[config.mk]
export PLATFORM = sky130hd
export DESIGN_NAME = vcd_ram
export DESIGN_NICKNAME = d
export VERILOG_FILES = /design/src/rtl/vcd_ram.sv
export SDC_FILE = /design/constraint.sdc
export NUM_CORES = 1
export LEC_CHECK = 0
export BUFFER_PORTS_ARGS = -buffer_cell sky130_fd_sc_hd__buf_2
export CAP_MARGIN = 20
export CORE_UTILIZATION = 44
export CTS_BUF_LIST = sky130_fd_sc_hd__clkbuf_4 sky130_fd_sc_hd__clkbuf_8
export CTS_CLUSTER_SIZE = 16
export DETAILED_ROUTE_END_ITERATION = 10
export PLACE_DENSITY = 0.68
export SYNTH_ARGS = -nofsm -noshare
export SYNTH_HDL_FRONTEND = slang
export SYNTH_SLANG_ARGS = --single-unit
[constraint.sdc]
create_clock -name clk -period 3.7 [get_ports clk]
set_clock_uncertainty 0.2 [all_clocks]
set_input_delay 0.74 -clock clk [delete_from_list [all_inputs] [get_ports clk]]
set_output_delay 0.74 -clock clk [all_outputs]
set_load 0.1 [all_outputs]
[src/rtl/vcd_ram.sv]
// ----------------------------------------------------------------------------
// vcd_ram
// simple dual-port ram, one write and one registered read port
// ----------------------------------------------------------------------------
module vcd_ram #(
  parameter int WIDTH = 8,
  parameter int DEPTH = 32
) (
  input  logic                     clk,
  input  logic                     we,
  input  logic [$clog2(DEPTH)-1:0] waddr,
  input  logic [WIDTH-1:0]         wdata,
  input  logic                     re,
  input  logic [$clog2(DEPTH)-1:0] raddr,
  output logic [WIDTH-1:0]         rdata
);

  logic [WIDTH-1:0] mem [DEPTH];

  always_ff @(posedge clk) begin
    if (we) begin
      mem[waddr] <= wdata;
    end
    if (re) begin
      rdata <= mem[raddr];
    end
  end

endmodule

==> impl_metrics.tcl, run 1 <==
set metrics [dict create \
    outcome "completed" \
    htree_levels 2 \
    synthesis.area_mm2 0.0101 \
    start_util 0.448 \
    crit_required_ns 3.77 \
    maxCapViolCount 0 \
    final.period_utilization 0.702 \
    irDropWorstVdd_v 0.000197 \
    final-setup-viol-count 0 \
    wirelength_um 20800 \
    async_reset_ff_frac 0 \
    synth_top_flop_cell "edfxtp_1" \
    drtIter0Drc 411 \
    rsz0062_at_grt "no" \
    drive_gt1_frac 0.386 \
    utilization 0.504 \
    antenna_found_initial 1 \
    grt_max_degree 65 \
    min_period_ns 2.60 \
    diodes 0 \
    synth_area_leaders "edfxtp_1 (78%), mux4_2 (18%), nor2_1 (1.2%)" \
    detail_route.first_pass.iterations 4 \
    clk_latency_ns 0.53 \
    num_vias 4583 \
    grt.overflow.total 0 \
    cts_setup_buffers 0 \
    cts.clk_slew.worst_paths_ns 0.06 \
    synth.avg_cell_area_um2 24.3 \
    yosys_warnings 0 \
    areaGrowthSynthToFinish_pct 12.7 \
    p_leak_uw 0.00358 \
    cts.repair.resized 0 \
    grt_pass1_vias 4650 \
    rows 55 \
    ys_seq_area_frac 0.782 \
    cts-buffers-inserted 41 \
    hold_viol 0 \
    clock_sinks 264 \
    die_x_um 154 \
    worstPathArrival_ns 2.67 \
    crit_path_max_fanout 21 \
    grt_usage 0.183 \
    synth.most_common_cell "edfxtp_1" \
    drcViolationCount 0 \
    yosys.area_share.simple 0.0205 \
    port_buffers 28 \
    cts_hold_buf 0 \
    syn_inst 417 \
    avgRoutedWirePerCell_um 26.2 \
    synthAdderAreaFrac 0 \
    clk_path_buf_depth 3 \
    fillCellCount 1715 \
    grt_pass1_wl_um 30600 \
    relSlewSlack 0.318 \
    cts_tree "yes" \
    power_density_mw_per_mm2 524 \
    r2r_slack_ns 1.54 \
    synth-compound-area-share 0 \
    synth_mux_area_frac 0.187 \
    ys_seq_elements 264 \
    synthXorXnorAreaFrac 0 \
    path_class "input port to flop" \
    maxSlewViolCount 0 \
    multiInputGateArea_mm2 0.00210 \
    place_hpwl_um 12900 \
    r2r-end "rdata[1]" \
    die_area_mm2 0.0236 \
    routabilityCongestion 0.755 \
    viasPerCell 5.78 \
    r2r_start "mem[13][1]" \
    synth_edf_count 264 \
    cp-end-kind "flop" \
    cts_root_buf "clkbuf_8" \
    hp-class "input port to flop" \
    syn-num-nets 438 \
    critPathSlowestCell "mux4_2" \
    crit_start "raddr[0]" \
    nets 504 \
    die_h_um 154 \
    max_freq_mhz 385 \
    synth_cell_types 14 \
    synth_top_family_by_area "multiplexers" \
    worstMarginPinSlew_ns 1.02 \
    r2r_cells 3 \
    synth_top_area_cell "edfxtp_1" \
    synth_top_area_share 0.782 \
    ff_latch_area_mm2 0.00793 \
    crit_chain "buf_4 > buf_4 > mux4_2 > mux4_2 > mux2_2" \
    crit_end "rdata[2]" \
    max_stage_delay_ns 0.62 \
    finalSetupTns_ns 0 \
    core-area_mm2 0.0226 \
    cp-start-kind "input port" \
    ant_nets 0 \
    io_pins 29 \
    yosys-top-cells-count "edfxtp_1 (264), mux4_2 (80), nor2_1 (33)" \
]
-- through the flow --
step / hold WS [ns] / cells / power [µW] / setup WS (ns) / instance area, µm²
final: 0.405 / 793 / 5980 / 1.10 / 11400
after global routing: 0.371 / 793 / 6160 / 1.06 / 11400
after CTS: 0.368 / 793 / 6020 / 1.10 / 11400
after detailed placement: 0.776 / 725 / 3790 / 0.547 / 10700
after global placement: 0.763 / 725 / 3780 / 0.544 / 10700
after floorplan: 0.639 / 417 / 3650 / 0.818 / 10100
-- layout make-up --
cell class,instances,area share
multi-input combinational,133,0.184
timing repair buffer,43,0.0246
clock inverter,7,0.00274
tap,285,0.0312
clock buffer,61,0.0631
sequential,264,0.694
-- cells by family after synthesis --
kind of cell | after synthesis
DFF | 264
muxes | 88
and+or+nand+nor | 45
buffers and inverters | 20
-- power by group --
part	leakage [µW]	switching, µW	internal [µW]
logic	0.000793	233	133
clock network	0.000403	1030	1230
registers	0.00238	14.2	3340
-- state kept, by name (all words and copies together) (netlist names) --
signal  flops
rdata       8
mem       256
-- worst max-delay path, delay by kind of cell --
family                 cells  cell delay, ns
multiplexers               3            1.41
buffers and inverters      2            0.50
-- metal layers --
metal,up-vias,part of all wire,routed length (µm),GRT usage
li1,1919,-,-,-
met1,2420,0.43,8920,0.267
met2,202,0.47,9830,0.281
met3,40,0.077,1600,0.0386
met4,2,0.020,416,0.0543
met5,-,0.00063,13,0
-- cell usage in the layout (no fill, tap or decap) --
cell type,netlist,routed
buf_12,0,2
buf_2,1,27
buf_4,6,14
clkbuf_4,0,19
clkbuf_8,0,42
clkinv_1,0,6
edfxtp_1,264,264
inv_6,0,1
mux2_2,8,8
mux4_2,80,80
nand2_1,1,1
nand3_1,2,2
nand3b_1,5,5
nor2_1,33,33
or3_1,1,1
or3b_2,3,3
-- how the worst min path moves through the flow --
stage	depth (start not counted)	from	to	slack [ns]
floorplan	0	wdata[0]	mem[0][0]	0.64
global placement	3	mem[7][2]	rdata[2]	0.76
detailed placement	3	mem[16][1]	rdata[1]	0.78
CTS	1	re	rdata[3]	0.37
global route	1	re	rdata[3]	0.37
finish	1	re	rdata[7]	0.40
Power figures use the tool's default switching activity.
==> run 2: changes to the inputs <==
--- a/config.mk
+++ b/config.mk
@@ -11,7 +11,7 @@
 export CTS_BUF_LIST = sky130_fd_sc_hd__clkbuf_4 sky130_fd_sc_hd__clkbuf_8
 export CTS_CLUSTER_SIZE = 16
 export DETAILED_ROUTE_END_ITERATION = 10
-export PLACE_DENSITY = 0.68
+export PLACE_DENSITY = 0.7
 export SYNTH_ARGS = -nofsm -noshare
 export SYNTH_HDL_FRONTEND = slang
 export SYNTH_SLANG_ARGS = --single-unit
==> constraint.sdc (replaced) <==
create_clock -name clk -period 2.2 [get_ports clk]
set_clock_uncertainty 0.2 [all_clocks]
set_input_delay 0.44 -clock clk [delete_from_list [all_inputs] [get_ports clk]]
set_output_delay 0.44 -clock clk [all_outputs]
set_load 0.1 [all_outputs]
==> run 2 against run 1 <==
Critical path depth is the same. Die area is the same. Clock power grew 73%. Sequential power grew 68%. Critical endpoint is now rdata[3]. Highest routed layer is now met4.
==> impl_metrics.tcl, run 2 (synthesis results as in run 1) <==
set metrics [dict create \
    outcome "completed" \
    drtIter0Drc 453 \
    critPathSlowestCell "mux4_2" \
    clock_power_share 0.383 \
    antenna_found_initial 0 \
    power_density_mw_per_mm2 868 \
    final_cell_mix "edfxtp_1 (264), mux4_2 (80), clkbuf_8 (45)" \
    p_int_uw 8040 \
    place_hpwl_um 12900 \
    start_util 0.448 \
    worstMarginPinSlew_ns 0.662 \
    maxSlewViolCount 0 \
    ff_latch_area_mm2 0.00793 \
    rows 55 \
    final_common_cell "edfxtp_1" \
    r2r_start "mem[29][1]" \
    cts.clk_slew.worst_paths_ns 0.06 \
    p_leak_uw 0.00378 \
    wirelength_um 20100 \
    hold_depth 1 \
    p_switching_uw 2160 \
    critical_path_buf_inv_count 2 \
    critPathMostFrequentCell "mux4_2" \
    maxCapViolCount 0 \
    top_layer "met4" \
    r2r-end "rdata[1]" \
    fillCellCount 1696 \
    cp-end-kind "flop" \
    crit_cells 5 \
    cts_root_buf "clkbuf_8" \
    diodes 0 \
    cts-buffers-inserted 42 \
    max_freq_mhz 461 \
    met1_length_um 9090 \
    cts_hold_buf 0 \
    cts.repair.resized 0 \
    grt_pass1_wl_um 30200 \
    r2r_cells 3 \
    multiInputGateArea_mm2 0.00210 \
    num_vias 4656 \
    crit_required_ns 2.28 \
    relSlewSlack 0.559 \
    die_h_um 154 \
    crit_chain "buf_4 > buf_12 > mux4_2 > mux4_2 > mux2_2" \
    port_buffers 28 \
    grt_pass1_vias 4781 \
    finalSetupTns_ns 0 \
    max_stage_delay_ns 0.57 \
    viasPerCell 5.66 \
    htree_levels 2 \
    regMostFlops "mem" \
    placed_cells 755 \
    final-setup-viol-count 0 \
    path_class "input port to flop" \
    routabilityCongestion 0.766 \
    cts_setup_buffers 0 \
    holdCritStartpoint "re" \
    cts_tree "yes" \
    clk_path_buf_depth 3 \
    dr_wl_met3_um 1440 \
    die_x_um 154 \
    detail_route.first_pass.iterations 5 \
    hp-class "input port to flop" \
    drcViolationCount 0 \
    min_to "rdata[6]" \
    grt_usage 0.178 \
    hold_viol 0 \
    clk_latency_ns 0.53 \
    worst_slack_ns 0.0328 \
    largest_register_ff_count 256 \
    clock_sinks 264 \
    worstPathArrival_ns 2.24 \
    route.met2.wl_um 9230 \
    r2r_slack_ns 0.05 \
    irDropWorstVdd_v 0.000414 \
    p_seq_frac 0.553 \
    nets 535 \
    largestRegisters "mem x256, rdata x8" \
    final.period_utilization 0.985 \
    crit_path_max_fanout 19 \
    core-area_mm2 0.0226 \
    avgRoutedWirePerCell_um 24.4 \
    die_area_mm2 0.0236 \
    grt.overflow.total 0 \
    drive_gt1_frac 0.420 \
    p_sw_frac 0.211 \
    grt_max_degree 33 \
    post-place-ws_ns -0.523 \
    io_pins 29 \
    final_cells 823 \
    min_period_ns 2.17 \
    critical_path.top_delay_family "multiplexers" \
    cp-start-kind "input port" \
    ant_nets 0 \
    rsz0062_at_grt "no" \
    areaGrowthSynthToFinish_pct 15.9 \
    p_comb_frac 0.064 \
]
[run 2: cell count changes in the layout (fill, tap and decap cells not counted)]
cell,before,now
buf_12,2,8
buf_4,14,38
bufinv_16,0,1
clkbuf_4,19,11
clkbuf_8,42,45
clkinv_2,0,5
inv_6,1,0
[run 2: final cells by class]
type,instances,share of cell area
flip-flops and latches,264,0.675
clock inverters,12,0.00661
multi-input cells,133,0.179
repair buffers,73,0.0494
clock buffers,56,0.0598
well taps,285,0.0304
[run 2: per-layer routing]
layer / global-route usage / up-vias
li1: - / 1983
met1: 0.270 / 2454
met2: 0.260 / 186
met3: 0.0352 / 33
met4: 0.0562 / 0
met5: 0 / -
[run 2: worst reg2reg max path, cell delays in order, from the launching register on]
cell	delay [ns]
edfxtp_1	0.35
mux4_2	0.52
mux4_2	0.54
mux2_2	0.29
[run 2: power groups by stage]
stage                     combinational (µW)  sequential [µW]  clock, µW
after floorplan                          322             5840          0
after global placement                   643             5740          0
after detailed placement                 657             5740          0
after CTS                                659             5640       3990
after global routing                     688             5640       4200
final                                    653             5640       3900
[run 2: worst max-delay path by stage]
stage                to  slack (ns)  startpoint
2_1_floorplan  rdata[0]       -0.18    raddr[0]
3_3_place_gp   rdata[3]       -0.51    raddr[0]
3_5_place_dp   rdata[3]       -0.52    raddr[0]
4_1_cts        rdata[1]        0.03  mem[29][1]
5_1_grt        rdata[3]       0.009    raddr[0]
6_report       rdata[3]        0.03    raddr[0]
[run 2: through the flow]
step | hold WS (ns) | total power, µW | utilization | instance area, µm²
finish | 0.0792 | 10200 | 0.519 | 11700
global route | 0.0586 | 10500 | 0.519 | 11700
CTS | 0.0553 | 10300 | 0.519 | 11700
detailed placement | 0.615 | 6400 | 0.484 | 11000
global placement | 0.621 | 6380 | 0.484 | 11000
floorplan | 0.339 | 6160 | - | 10200
